===== src/sv/ssba_pkg.sv =====
`default_nettype none

package ssba_pkg;

   // Map geometry
   localparam int NUM_SLOTS   = 256;
   localparam int WORD_BITS   = 32;
   localparam int NUM_WORDS   = (NUM_SLOTS + WORD_BITS - 1) / WORD_BITS;
   localparam int SLOT_W      = $clog2(NUM_SLOTS);
   localparam int BIT_W       = $clog2(WORD_BITS);
   localparam int WORD_IDX_W  = (NUM_WORDS > 1) ? $clog2(NUM_WORDS) : 1;

   // Field widths
   localparam int ADDR_W      = 48;
   localparam int SHIFT_W     = 5;
   localparam int STATUS_W    = 2;
   localparam int INDEX_W     = 8;
   localparam int CSR_IDX_W   = 1;

   // Operation codes
   localparam logic FUNC_ALLOC = 1'b0;
   localparam logic FUNC_FREE  = 1'b1;

   // Result status codes
   localparam logic [STATUS_W-1:0] STATUS_OK        = 2'd0;
   localparam logic [STATUS_W-1:0] STATUS_NO_FREE   = 2'd1;
   localparam logic [STATUS_W-1:0] STATUS_BAD_ADDR  = 2'd2;
   localparam logic [STATUS_W-1:0] STATUS_NOT_ALLOC = 2'd3;

   // Configuration register indexes
   localparam logic [CSR_IDX_W-1:0] REG_BASE_ADDR       = 1'd0;
   localparam logic [CSR_IDX_W-1:0] REG_STACK_SIZE_LOG2 = 1'd1;

   localparam logic [SHIFT_W-1:0] STACK_SIZE_LOG2_RESET = 5'd14;

   // Command to the shared shift-and-add unit
   typedef struct packed {
      logic [ADDR_W-1:0]  a;
      logic [ADDR_W-1:0]  x;
      logic [SHIFT_W-1:0] amount;
      logic               shift_right;
      logic               subtract;
   } alu_op_type;

   // Write command to the free map
   typedef struct packed {
      logic                  en;
      logic [WORD_IDX_W-1:0] addr;
      logic [WORD_BITS-1:0]  data;
   } map_wr_type;

   // Read side of the free map
   typedef struct packed {
      logic [WORD_BITS-1:0] word;
      logic                 any;
      logic [BIT_W-1:0]     first;
   } map_rd_type;

endpackage

`default_nettype wire


===== src/sv/stack_slot_bitmap_allocator.sv =====
`default_nettype none

// Channel  Direction  Accepted when            Contents
// req      in         req_tvalid & req_tready   tuser: func; tdata: stack_top
// rsp      out        rsp_tvalid & rsp_tready   tdata: status, slot_index, top_address
// csr      in         csr_valid & csr_ready     csr_index selects, csr_data is written
//
// An allocate transaction scans the free map one word per cycle, then the
// ST_ADDR state forms the top address in the shared shift/add unit. A free
// transaction uses the same unit twice (subtract, shift) and one map check.
// The result is held until rsp_tready; req_tready is low from accept until
// the result is taken. Synchronous reset marks every slot free at once.

module stack_slot_bitmap_allocator import ssba_pkg::*; (
   input  wire                   clock,
   input  wire                   reset,
   // request: tuser[0] func; tdata[47:0] stack_top
   input  wire                   req_tvalid,
   output logic                  req_tready,
   input  wire [0:0]             req_tuser,
   input  wire [47:0]            req_tdata,
   // response: tdata[1:0] status, [9:2] slot_index, [57:10] top_address, [63:58] zero
   output logic                  rsp_tvalid,
   input  wire                   rsp_tready,
   output logic [63:0]           rsp_tdata,
   // configuration writes
   input  wire                   csr_valid,
   output logic                  csr_ready,
   input  wire [CSR_IDX_W-1:0]   csr_index,
   input  wire [ADDR_W-1:0]      csr_data
);

   localparam logic [2:0] ST_IDLE  = 3'd0;
   localparam logic [2:0] ST_SCAN  = 3'd1;
   localparam logic [2:0] ST_ADDR  = 3'd2;
   localparam logic [2:0] ST_DIFF  = 3'd3;
   localparam logic [2:0] ST_QUOT  = 3'd4;
   localparam logic [2:0] ST_CHECK = 3'd5;
   localparam logic [2:0] ST_RESP  = 3'd6;

   localparam logic [WORD_IDX_W-1:0] LAST_WORD = WORD_IDX_W'(NUM_WORDS - 1);

   logic [2:0]              state_ff;
   logic [WORD_IDX_W-1:0]   word_ff;
   logic [ADDR_W-1:0]       stack_top_ff;
   logic [ADDR_W-1:0]       acc_ff;
   logic [SLOT_W:0]         slot_plus_ff;
   logic [ADDR_W-1:0]       base_ff;
   logic [SHIFT_W-1:0]      shift_ff;
   logic                    rsp_valid_ff;
   logic [STATUS_W-1:0]     status_ff;
   logic [INDEX_W-1:0]      slot_ff;
   logic [ADDR_W-1:0]       top_ff;

   alu_op_type              alu_op;
   logic [ADDR_W-1:0]       alu_result;
   map_wr_type              map_wr;
   map_rd_type              map_rd;
   logic [WORD_IDX_W-1:0]   map_addr;

   logic [SLOT_W-1:0]       scan_slot;
   logic [SLOT_W-1:0]       free_slot;
   logic [WORD_IDX_W-1:0]   free_word;
   logic [BIT_W-1:0]        free_bit;
   logic                    free_bad;
   logic                    free_is_set;

   assign req_tready = (state_ff == ST_IDLE);
   assign csr_ready  = 1'b1;
   assign rsp_tvalid = rsp_valid_ff;
   assign rsp_tdata  = {6'd0, top_ff, slot_ff, status_ff};

   // Decode the slot under the scan and the slot named by a free
   assign scan_slot   = SLOT_W'({word_ff, map_rd.first});
   assign free_slot   = acc_ff[SLOT_W-1:0] - SLOT_W'(1);
   assign free_word   = WORD_IDX_W'(free_slot >> BIT_W);
   assign free_bit    = free_slot[BIT_W-1:0];
   assign free_bad    = (acc_ff == '0) || (acc_ff > ADDR_W'(NUM_SLOTS));
   assign free_is_set = map_rd.word[free_bit];
   assign map_addr    = (state_ff == ST_CHECK) ? free_word : word_ff;

   ssba_alu u_alu (
      .op     (alu_op),
      .result (alu_result)
   );

   ssba_map u_map (
      .clock   (clock),
      .reset   (reset),
      .rd_addr (map_addr),
      .wr      (map_wr),
      .rd      (map_rd)
   );

   // Drive the shared unit and the map write for the current step
   always_comb begin
      alu_op = '0;
      map_wr = '0;
      unique case (state_ff)
         ST_SCAN: begin
            map_wr.en   = map_rd.any;
            map_wr.addr = word_ff;
            map_wr.data = map_rd.word & ~(WORD_BITS'(1) << map_rd.first);
         end
         ST_ADDR: begin
            alu_op.a      = base_ff;
            alu_op.x      = ADDR_W'(slot_plus_ff);
            alu_op.amount = shift_ff;
         end
         ST_DIFF: begin
            alu_op.a        = stack_top_ff;
            alu_op.x        = base_ff;
            alu_op.subtract = 1'b1;
         end
         ST_QUOT: begin
            alu_op.x           = acc_ff;
            alu_op.amount      = shift_ff;
            alu_op.shift_right = 1'b1;
         end
         ST_CHECK: begin
            map_wr.en   = !free_bad && !free_is_set;
            map_wr.addr = free_word;
            map_wr.data = map_rd.word | (WORD_BITS'(1) << free_bit);
         end
         default: begin
         end
      endcase
   end

   // Take configuration writes
   always_ff @(posedge clock) begin
      if (reset) begin
         base_ff  <= '0;
         shift_ff <= STACK_SIZE_LOG2_RESET;
      end else if (csr_valid && csr_ready) begin
         unique case (csr_index)
            REG_BASE_ADDR:       base_ff  <= csr_data;
            REG_STACK_SIZE_LOG2: shift_ff <= csr_data[SHIFT_W-1:0];
            default: begin
            end
         endcase
      end
   end

   // Sequence one transaction through scan or decode, then hold the result
   always_ff @(posedge clock) begin
      if (reset) begin
         state_ff     <= ST_IDLE;
         rsp_valid_ff <= 1'b0;
         word_ff      <= '0;
      end else begin
         unique case (state_ff)
            ST_IDLE: begin
               if (req_tvalid) begin
                  stack_top_ff <= req_tdata;
                  word_ff      <= '0;
                  state_ff     <= (req_tuser[0] == FUNC_ALLOC) ? ST_SCAN : ST_DIFF;
               end
            end
            ST_SCAN: begin
               if (map_rd.any) begin
                  slot_plus_ff <= {1'b0, scan_slot} + (SLOT_W + 1)'(1);
                  slot_ff      <= INDEX_W'(scan_slot);
                  state_ff     <= ST_ADDR;
               end else if (word_ff == LAST_WORD) begin
                  status_ff    <= STATUS_NO_FREE;
                  slot_ff      <= '0;
                  top_ff       <= '0;
                  rsp_valid_ff <= 1'b1;
                  state_ff     <= ST_RESP;
               end else begin
                  word_ff <= word_ff + WORD_IDX_W'(1);
               end
            end
            ST_ADDR: begin
               status_ff    <= STATUS_OK;
               top_ff       <= alu_result;
               rsp_valid_ff <= 1'b1;
               state_ff     <= ST_RESP;
            end
            ST_DIFF: begin
               acc_ff   <= alu_result;
               state_ff <= ST_QUOT;
            end
            ST_QUOT: begin
               acc_ff   <= alu_result;
               state_ff <= ST_CHECK;
            end
            ST_CHECK: begin
               top_ff       <= '0;
               rsp_valid_ff <= 1'b1;
               state_ff     <= ST_RESP;
               if (free_bad) begin
                  status_ff <= STATUS_BAD_ADDR;
                  slot_ff   <= '0;
               end else begin
                  status_ff <= free_is_set ? STATUS_NOT_ALLOC : STATUS_OK;
                  slot_ff   <= INDEX_W'(free_slot);
               end
            end
            ST_RESP: begin
               if (rsp_tready) begin
                  rsp_valid_ff <= 1'b0;
                  state_ff     <= ST_IDLE;
               end
            end
            default: begin
               rsp_valid_ff <= 1'b0;
               state_ff     <= ST_IDLE;
            end
         endcase
      end
   end

   // One transaction in flight: never accept while a result is pending
   assert property (@(posedge clock) disable iff (reset)
      !(req_tready && rsp_tvalid))
      else $error("request accepted while a response is pending");

   // An accepted request closes the request side on the next cycle
   assert property (@(posedge clock) disable iff (reset)
      (req_tvalid && req_tready) |=> !req_tready)
      else $error("request side stayed open after accept");

   // A failed transaction reports no address
   assert property (@(posedge clock) disable iff (reset)
      (rsp_tvalid && (rsp_tdata[1:0] != STATUS_OK)) |-> (rsp_tdata[57:10] == '0))
      else $error("nonzero address on a failed response");

   // Running out of slots reports slot zero
   assert property (@(posedge clock) disable iff (reset)
      (rsp_tvalid && (rsp_tdata[1:0] == STATUS_NO_FREE)) |-> (rsp_tdata[9:2] == '0))
      else $error("nonzero slot on a no-free response");

endmodule

`default_nettype wire


===== src/sv/ssba_alu.sv =====
`default_nettype none

module ssba_alu import ssba_pkg::*; (
   input  wire alu_op_type        op,
   output logic [ADDR_W-1:0]      result
);

   logic [ADDR_W-1:0] shifted;
   logic [ADDR_W-1:0] operand;

   // Shift the second operand, then add or subtract it from the first
   always_comb begin
      shifted = op.shift_right ? (op.x >> op.amount) : (op.x << op.amount);
      operand = op.subtract ? ~shifted : shifted;
      result  = op.a + operand + ADDR_W'(op.subtract);
   end

endmodule

`default_nettype wire


===== src/sv/ssba_map.sv =====
`default_nettype none

module ssba_map import ssba_pkg::*; (
   input  wire                   clock,
   input  wire                   reset,
   input  wire [WORD_IDX_W-1:0]  rd_addr,
   input  wire map_wr_type       wr,
   output map_rd_type            rd
);

   logic [WORD_BITS-1:0] words_ff [NUM_WORDS];

   // Hold one free bit per slot; every slot is free after reset
   always_ff @(posedge clock) begin
      if (reset) begin
         for (int i = 0; i < NUM_WORDS; i++) begin
            words_ff[i] <= '1;
         end
      end else if (wr.en) begin
         words_ff[wr.addr] <= wr.data;
      end
   end

   // Read the selected word and find its lowest free bit
   always_comb begin
      rd.word  = words_ff[rd_addr];
      rd.any   = 1'b0;
      rd.first = '0;
      for (int i = WORD_BITS - 1; i >= 0; i--) begin
         if (rd.word[i]) begin
            rd.any   = 1'b1;
            rd.first = BIT_W'(i);
         end
      end
   end

endmodule

`default_nettype wire

===== config.mk =====
export PLATFORM = sky130hd
export DESIGN_NAME = stack_slot_bitmap_allocator
export DESIGN_NICKNAME = d
export VERILOG_FILES = /design/src/sv/ssba_pkg.sv /design/src/sv/stack_slot_bitmap_allocator.sv /design/src/sv/ssba_alu.sv /design/src/sv/ssba_map.sv
export SDC_FILE = /design/constraint.sdc
export NUM_CORES = 1
export LEC_CHECK = 0
export ABC_AREA = 1
export BUFFER_PORTS_ARGS = -buffer_cell sky130_fd_sc_hd__buf_2
export CAP_MARGIN = 20
export CORE_MARGIN = 2
export CORE_UTILIZATION = 30
export CTS_CLUSTER_SIZE = 24
export DETAILED_ROUTE_END_ITERATION = 16
export GPL_TIMING_DRIVEN = 0
export SETUP_SLACK_MARGIN = 0.5
export SYNTH_ARGS = -nofsm -noshare
export SYNTH_HDL_FRONTEND = slang
export SYNTH_HIERARCHICAL = 1
export SYNTH_SLANG_ARGS = --single-unit

===== constraint.sdc =====
create_clock -name clock -period 8.92 [get_ports clock]
set_clock_uncertainty 0.1 [all_clocks]
set_input_delay 0.446 -clock clock [delete_from_list [all_inputs] [get_ports clock]]
set_output_delay 0.446 -clock clock [all_outputs]
set_load 0.1 [all_outputs]

==> results of run 1 <==
-- stage by stage --
step	util, %	instance area [um2]	cells
finish	35.5	36300	5703
detailed placement	33.2	33900	5550
global route	35.5	36300	5703
global placement	32.8	33500	5537
CTS	35.5	36300	5703
floorplan	-	31000	4007
-- registers in the layout, indices dropped and copies added, names as in the netlist --
signal and flops:
u_map/words_ff 256, acc_ff 48, base_ff 48, stack_top_ff 48
top_ff 48, slot_plus_ff 9, slot_ff 8, shift_ff 5
state_ff 3, word_ff 3, status_ff 2, rsp_tvalid 1
-- routing by layer --
layer	GRT usage, %	up-vias	share of wire, %
met3	4.11	331	8.4
li1	-	13980	-
met5	0.222	-	0.013
met1	33.2	14480	41
met2	41.4	1591	45
met4	11.9	2	5.5
-- worst max path at each step --
stage / start / to / slack, ns / depth (start not counted)
after detailed placement: acc_ff[0]$_DFFE_PP_ / u_map/words_ff[7][15]$_SDFFCE_PN1P_ / 0.37 / 26
after CTS: acc_ff[0]$_DFFE_PP_ / u_map/words_ff[5][7]$_SDFFCE_PN1P_ / 0.51 / 26
final: acc_ff[0]$_DFFE_PP_ / u_map/words_ff[3][22]$_SDFFCE_PN1P_ / 0.88 / 26
after global placement: acc_ff[0]$_DFFE_PP_ / u_map/words_ff[7][16]$_SDFFCE_PN1P_ / -3.12 / 24
after global routing: acc_ff[0]$_DFFE_PP_ / u_map/words_ff[3][6]$_SDFFCE_PN1P_ / 0.54 / 26
after floorplan: acc_ff[0]$_DFFE_PP_ / u_map/words_ff[0][0]$_SDFFCE_PN1P_ / 2.22 / 26
-- cell usage in the layout, fill, tap and decap left out, types with 10 or more instances in the layout --
master / netlist / routed
sky130_fd_sc_hd__nand2_1: 1035 / 1035
sky130_fd_sc_hd__inv_1: 457 / 457
sky130_fd_sc_hd__edfxtp_1: 419 / 419
sky130_fd_sc_hd__nor2_1: 383 / 375
sky130_fd_sc_hd__o21ai_0: 361 / 352
sky130_fd_sc_hd__buf_2: 76 / 238
sky130_fd_sc_hd__nand3_1: 199 / 199
sky130_fd_sc_hd__a21oi_1: 183 / 182
sky130_fd_sc_hd__o21ai_1: 121 / 122
sky130_fd_sc_hd__clkbuf_1: 87 / 93
sky130_fd_sc_hd__o22ai_1: 85 / 85
sky130_fd_sc_hd__xor2_1: 78 / 78
sky130_fd_sc_hd__dlygate4sd3_1: 0 / 65
sky130_fd_sc_hd__ha_1: 62 / 62
sky130_fd_sc_hd__dfxtp_1: 60 / 60
sky130_fd_sc_hd__clkbuf_16: 0 / 55
sky130_fd_sc_hd__o211ai_1: 41 / 41
sky130_fd_sc_hd__a31oi_1: 37 / 37
sky130_fd_sc_hd__buf_6: 27 / 27
sky130_fd_sc_hd__buf_4: 22 / 23
sky130_fd_sc_hd__o21a_1: 23 / 23
sky130_fd_sc_hd__nor3_1: 21 / 21
sky130_fd_sc_hd__o221ai_1: 19 / 19
sky130_fd_sc_hd__nand2_2: 19 / 19
sky130_fd_sc_hd__inv_2: 17 / 17
sky130_fd_sc_hd__mux2i_1: 17 / 17
sky130_fd_sc_hd__xnor2_1: 17 / 17
sky130_fd_sc_hd__buf_1: 13 / 13
sky130_fd_sc_hd__nand4_1: 10 / 10
-- final cells by class --
type	count	area (um2)	share of cell area [%]
Inverter	481	1820	5.00
Timing Repair Buffer	240	1730	4.77
Sequential cell	479	13800	38.0
Multi-Input combinational cell	2820	14300	39.4
Clock buffer	69	1430	3.94
Clock inverter	19	249	0.686
Buffer	227	1250	3.46
Tap cell	1368	1710	4.72
-- power by group through the flow --
stage	sequential, mW	combinational [mW]	clock (mW)
finish	2.89	7.94	2.18
global route	2.90	8.40	2.30
CTS	2.88	7.75	2.21
detailed placement	2.93	7.68	0
floorplan	3.07	4.67	0
global placement	2.96	7.69	0
-- worst min-delay path, delay by kind of cell --
| kind | cells | cell delay [ns] |
|---|---|---|
| compound gates | 2 | 0.19 |
| buf+inv | 1 | 0.09 |
-- timing repair --
| item | 4_1_cts | 5_1_grt |
|---|---|---|
| hold buffers | 65 | 0 |
| endpoints found under the hold margin | 67 | 0 |
| gates resized for setup | 5 | 15 |
| setup endpoints to repair | 54 | 456 |
-- cells by family after synthesis --
family | after synthesis
XOR/XNOR | 97
AND/OR/NAND/NOR | 1692
other | 2
AO/OA/AOI/OAI | 944
flip-flops | 479
adder cells (fa/ha/maj) | 63
multiplexers | 17
buffers and inverters | 708
-- synth_stat cells, drive strengths merged, types with 3 or more instances --
library cell | instances | area (um2)
a211oi | 7 | 67.6
a21boi | 3 | 22.5
a21oi | 193 | 1030
a221oi | 9 | 135
a22o | 3 | 26.3
a31oi | 39 | 256
buf | 139 | 913
clkbuf | 88 | 332
clkinv | 4 | 15.0
dfxtp | 60 | 1200
edfxtp | 419 | 12600
ha | 62 | 776
inv | 477 | 1800
mux2i | 17 | 170
nand2 | 1056 | 4030
nand3 | 208 | 1090
nand4 | 11 | 75.1
nor2 | 388 | 1480
nor3 | 23 | 131
nor4 | 4 | 25.0
o211a | 3 | 30.0
o211ai | 41 | 308
o21a | 23 | 173
o21ai | 492 | 2510
o21bai | 4 | 30.0
o221ai | 20 | 181
o22ai | 85 | 532
o311ai | 3 | 26.3
o31ai | 8 | 60.1
o32ai | 3 | 26.3
xnor2 | 17 | 149
xor2 | 80 | 727
==> key figures, run 1 <==
Global route
  – Pin count of the biggest net entering global routing: 33
  – Initial antenna violation count: 1
  – Final global-route overflow total: 0
  – Via count of the first global-routing pass: 28813
  – Wire length of the first global-routing pass: 199000 um
  – Global-route usage over all layers: 25.5%

Synthesis
  – Proportion of synthesized chip area in sequential cells: 44.4%
  – Share of cell area taken by muxes after synthesis: 0.549%
  – Synth Area in Simple Gates: 22.1%
  – Unique cell type count in the Yosys netlist: 67
  – Largest family of logic cells by synthesized area: simple AND/OR/NAND/NOR gates
  – Post-synthesis adder-cell area fraction: 2.57%
  – Area share of xor/xnor cells in the synthesized design: 2.82%
  – Synthesized area per cell: 7.75 um2
  – Gate count after technology mapping: 4002
  – Fraction of synthesis flops using an asynchronous set or reset pin: 0%
  – Compound-cell area share of the yosys netlist: 17.6%
  – Prevailing post-synth register cell: sky130_fd_sc_hd__edfxtp_1
  – Flop and latch count out of synthesis: 479
  – Number of flops mapped to enable cells by yosys: 419
  – Number of warnings issued by yosys: 6
  – Netlist area before placement: 31000 um2

Status
  – Run status: finished, final reports clean

STA
  – RSZ-0062 raised after global routing: false
  – Worst hold slack after final layout: 0.00960 ns
  – Highest Clock Rate: 124 MHz
  – Sum of negative setup slack: 0 ns
  – Number of failing setup endpoints in the final timing report: 0
  – Max-slew headroom at the worst pin: 32.0%
  – Final critical-path required period: 8.04 ns
  – Slack of the critical path: 0.885 ns
  – Hold violation total from the final report: 0
  – Part of the cycle the worst path needs: 90.1%
  – Worst-margin pin slew: 1.02 ns
  – Count of final max-slew check failures: 0

Job
  – Count of max-cap constraint violations: 0

Floorplanning
  – X dimension of the die: 326 um
  – Top-level I/O count: 170
  – Core area: 102000 um2
  – Total number of placement rows: 117
  – Die Height: 326 um
  – Starting utilization of the core area: 30.3%
  – Die area: 106000 um2

Clocking
  – Number of setup buffers added after CTS: 0
  – CTS H-tree depth: 2
  – Clock tree from TritonCTS: built
  – Maximum number of buffers from clock root to sink: 3
  – Clock latency of the later-clocked register in the worst-skew pair: 0.65 ns
  – Clock-pin slew of the registers on the worst-case setup and hold paths: 0.06 ns
  – Number of sinks on the clock net: 479
  – CTS Root Buffer Type: sky130_fd_sc_hd__clkbuf_16
  – CTS buffer count: 53

Drt
  – Detailed Route WL: 140000 um
  – Length of the first detailed-routing pass in iterations: 6
  – Vias after detailed routing: 30384
  – Via-per-instance ratio: 5.33
  – Post-detailed-route DRC marker count: 0
  – Starting DRT DRC Count: 3339
  – WL per Instance: 24.6 um
  – Number of nets with antenna violations after routing: 0

Setup path
  – R2r startpoint: acc_ff[0]$_DFFE_PP_
  – Capturing point of the worst reg2reg path: u_map/words_ff[3][22]$_SDFFCE_PN1P_
  – Bufs and invs on worst path: 9
  – Category of the worst setup path launch point: flop
  – R2R cell count: 26
  – Crit path max fanout: 12
  – Critical Path Most Common Cell: sky130_fd_sc_hd__clkbuf_1
  – Worst path top cell family by delay: buffers and inverters
  – Crit path DAT: 8.30 ns
  – Worst stage delay on the critical path: 0.70 ns
  – Critical path type: reg2reg
  – Endpoint required time on the critical path: 9.18 ns
  – Nature of the critical path endpoint: flop
  – Cell with the largest stage delay on the worst path: sky130_fd_sc_hd__clkbuf_1
  – Slack of the worst reg-to-reg path: 0.88 ns

Power and ir drop
  – P_sw: 6.92 mW
  – VDD IR max: 0.198 mV
  – P per Cell Area: 358 nW/um2
  – Net Sw Frac: 53.2%
  – Clock power share: 16.7%
  – Combinational share of power: 61.1%
  – Int Pwr: 6.08 mW
  – Share of total power in sequential cells: 22.2%
  – Leakage power: 14.2 nW
  – Total power consumption of the routed design: 13.0 mW

Final layout
  – N_diodes: 0
  – FILL cells: 10936
  – Share of final-layout standard cells stronger than drive strength 1: 11.3%
  – Final net count: 4468
  – Post-synthesis to final-layout area growth: 17.0%

Placement
  – Port Buf Inserts: 162
  – Final HPWL DP: 110000 um
  – Worst setup slack after placement: 0.369 ns
  – Final RePlAce weighted congestion: 1.06

Hold path
  – WHS Endpoint: base_ff[26]$_SDFFE_PP0P_
  – Hold Startpoint: csr_data[26]
  – Worst hold stages: 3
  – Path type of the worst min-delay path: in2reg
Note: power is estimated with default switching activity, not from simulation.
==> run 2: changes to the inputs <==
PLACE_DENSITY = 0.44   (was default)
==> key figures, run 2 (same netlist as run 1, synthesis figures left out) <==
Drt
  – Number of nets with antenna violations after routing: 0 (unchanged)
  – Starting DRT DRC Count: 3074 (was 3339)
  – WL per Instance: 26.1 um (was 24.6 um)
  – Vias after detailed routing: 30099 (was 30384)
  – Detailed Route WL: 150000 um (was 140000 um)
  – Via-per-instance ratio: 5.23 (was 5.33)
  – Length of the first detailed-routing pass in iterations: 6 (unchanged)
  – Post-detailed-route DRC marker count: 0 (unchanged)

Final layout
  – Top library cells by usage in the layout, fill and taps aside: sky130_fd_sc_hd__nand2_1, sky130_fd_sc_hd__inv_1, sky130_fd_sc_hd__edfxtp_1 (unchanged)
  – Most common library cell in the layout ignoring fill and taps: sky130_fd_sc_hd__nand2_1 (unchanged)
  – Share of final-layout standard cells stronger than drive strength 1: 12.0% (was 11.3%)
  – Final design utilization: 36.1% (was 35.5%)
  – Post-synthesis to final-layout area growth: 18.9% (was 17.0%)
  – Register with the highest flop count: u_map/words_ff (unchanged)
  – FILL cells: 11058 (was 10936)
  – Max reg flops: 256 (unchanged)
  – Final net count: 4501 (was 4468)

Global route
  – Global-route usage over all layers: 27.4% (was 25.5%)
  – Pin count of the biggest net entering global routing: 33 (unchanged)
  – Via count of the first global-routing pass: 29212 (was 28813)
  – Final global-route overflow total: 0 (unchanged)
  – Initial antenna violation count: 3 (was 1)
  – Wire length of the first global-routing pass: 210000 um (was 199000 um)

Floorplanning
  – Die area: 106000 um2 (unchanged)
  – Die Height: 326 um (unchanged)
  – Top-level I/O count: 170 (unchanged)
  – Core area: 102000 um2 (unchanged)
  – X dimension of the die: 326 um (unchanged)
  – Starting utilization of the core area: 30.3% (unchanged)
  – Total number of placement rows: 117 (unchanged)

Setup path
  – Bufs and invs on worst path: 9 (unchanged)
  – Critical Path Most Common Cell: sky130_fd_sc_hd__nand2_1 (was sky130_fd_sc_hd__clkbuf_1)
  – Crit path max fanout: 12 (unchanged)
  – R2r startpoint: acc_ff[0]$_DFFE_PP_ (unchanged)
  – Capturing point of the worst reg2reg path: u_map/words_ff[1][19]$_SDFFCE_PN1P_ (was u_map/words_ff[3][22]$_SDFFCE_PN1P_)
  – Cell with the largest stage delay on the worst path: sky130_fd_sc_hd__a211oi_1 (was sky130_fd_sc_hd__clkbuf_1)
  – Crit path DAT: 8.38 ns (was 8.30 ns)
  – Worst path top cell family by delay: compound AO/OA/AOI/OAI gates (was buffers and inverters)
  – Nature of the critical path endpoint: flop (unchanged)
  – Category of the worst setup path launch point: flop (unchanged)
  – Critical path type: reg2reg (unchanged)
  – R2R cell count: 28 (was 26)
  – Critical path startpoint: acc_ff[0]$_DFFE_PP_ (unchanged)
  – Endpoint required time on the critical path: 9.23 ns (was 9.18 ns)
  – Worst stage delay on the critical path: 0.70 ns (about the same)
  – Slack of the worst reg-to-reg path: 0.85 ns (was 0.88 ns)

Hold path
  – Hold Startpoint: csr_data[17] (was csr_data[26])
  – Worst hold stages: 3 (unchanged)
  – WHS Endpoint: base_ff[17]$_SDFFE_PP0P_ (was base_ff[26]$_SDFFE_PP0P_)
  – Path type of the worst min-delay path: in2reg (unchanged)

Placement
  – Final HPWL DP: 119000 um (was 110000 um)
  – Port Buf Inserts: 162 (unchanged)
  – Final RePlAce weighted congestion: 1.03 (was 1.06)

STA
  – Number of failing setup endpoints in the final timing report: 0 (unchanged)
  – Worst-margin pin slew: 1.05 ns (was 1.02 ns)
  – Count of final max-slew check failures: 0 (unchanged)
  – RSZ-0062 raised after global routing: true (was false)
  – Final critical-path required period: 8.07 ns (was 8.04 ns)
  – Hold violation total from the final report: 0 (unchanged)
  – Part of the cycle the worst path needs: 90.5% (was 90.1%)
  – Max-slew headroom at the worst pin: 29.3% (was 32.0%)
  – Highest Clock Rate: 124 MHz (about the same)

Clocking
  – Maximum number of buffers from clock root to sink: 3 (unchanged)
  – Clock-pin slew of the registers on the worst-case setup and hold paths: 0.06 ns (about the same)
  – Number of sinks on the clock net: 479 (unchanged)
  – Clock latency of the later-clocked register in the worst-skew pair: 0.69 ns (was 0.65 ns)
  – CTS buffer count: 58 (was 53)
  – Clock tree from TritonCTS: built (unchanged)
  – CTS H-tree depth: 2 (unchanged)
  – CTS Root Buffer Type: sky130_fd_sc_hd__clkbuf_16 (unchanged)

Power and ir drop
  – Total power consumption of the routed design: 13.4 mW (was 13.0 mW)
  – VDD IR max: 0.147 mV (was 0.198 mV)
  – P per Cell Area: 364 nW/um2 (was 358 nW/um2)
  – Leakage power: 14.5 nW (was 14.2 nW)

Job
  – Count of max-cap constraint violations: 0 (unchanged)

Status
  – Run status: finished, final reports clean (unchanged)
-- run 2: changes by cell type in the layout (fill, tap and decap cells not counted), moves of 6 or more --
cell                            change
sky130_fd_sc_hd__clkinv_1          +13
sky130_fd_sc_hd__clkbuf_2          +11
sky130_fd_sc_hd__dlygate4sd3_1     +17
sky130_fd_sc_hd__clkinv_2           +6
sky130_fd_sc_hd__buf_4              +7
sky130_fd_sc_hd__clkbuf_1          -15
-- run 2: final cells by class --
type	instances	area, um2	area share, %
clock inverters	38	380	1.03
well taps	1368	1710	4.64
diodes	2	5.00	0.0136
inverters	481	1820	4.92
flip-flops and latches	479	13800	37.4
repair buffers	268	2050	5.56
multi-input cells	2820	14300	38.9
plain buffers	227	1270	3.44
clock buffers	70	1530	4.14
-- run 2: power by group --
| group | internal, mW | switching, mW | total, mW | leakage [nW] |
|---|---|---|---|---|
| sequential | 2.79 | 0.0939 | 2.88 | 3.77 |
| combinational | 2.06 | 6.07 | 8.13 | 9.83 |
| clock | 1.39 | 1.01 | 2.40 | 0.923 |
-- run 2: timing repair --
action,CTS,global route
setup endpoints to repair,306,402
hold buffers,82,0
hold endpoints to repair,84,0
resized for setup,12,32
pin swaps,0,3
setup buffers,0,10
-- run 2: how the worst max path moves through the flow --
stage | cells past startpoint | slack, ns | to
finish | 28 | 0.85 | u_map/words_ff[1][19]$_SDFFCE_PN1P_
CTS | 26 | 0.47 | u_map/words_ff[1][18]$_SDFFCE_PN1P_
global placement | 26 | -3.93 | u_map/words_ff[6][17]$_SDFFCE_PN1P_
floorplan | 26 | 2.22 | u_map/words_ff[0][0]$_SDFFCE_PN1P_
global route | 28 | 0.49 | u_map/words_ff[6][9]$_SDFFCE_PN1P_
detailed placement | 26 | -0.09 | u_map/words_ff[1][6]$_SDFFCE_PN1P_
-- run 2: worst register-to-register path: cells and delay by family (launching register included) --
family / cells / cell delay [ns]
fa+ha+maj: 3 / 0.83
buf+inv: 9 / 2.66
simple gates: 8 / 0.88
compound gates: 8 / 2.88
flops: 1 / 0.46
-- run 2: metal layers --
metal	vias to the layer above	GRT usage, %	wire [um]
li1	14071	-	-
met1	14393	34.6	62100
met2	1305	45.9	70500
met3	330	3.65	8890
met4	0	13.9	8910
met5	-	0	0
-- run 2: metrics by stage --
step | area, um2 | setup WS [ns] | setup TNS [ns] | instances | hold WS (ns)
detailed placement | 34000 | -0.0927 | -0.877 | 5551 | 0.359
global placement | 33500 | -3.93 | -1033.92 | 5537 | 0.346
finish | 36900 | 0.848 | 0 | 5753 | 0.0255
CTS | 36700 | 0.473 | 0 | 5741 | 0.00191
global route | 36900 | 0.491 | 0 | 5751 | 0.0328
floorplan | 31000 | 2.22 | 0 | 4007 | 0.329
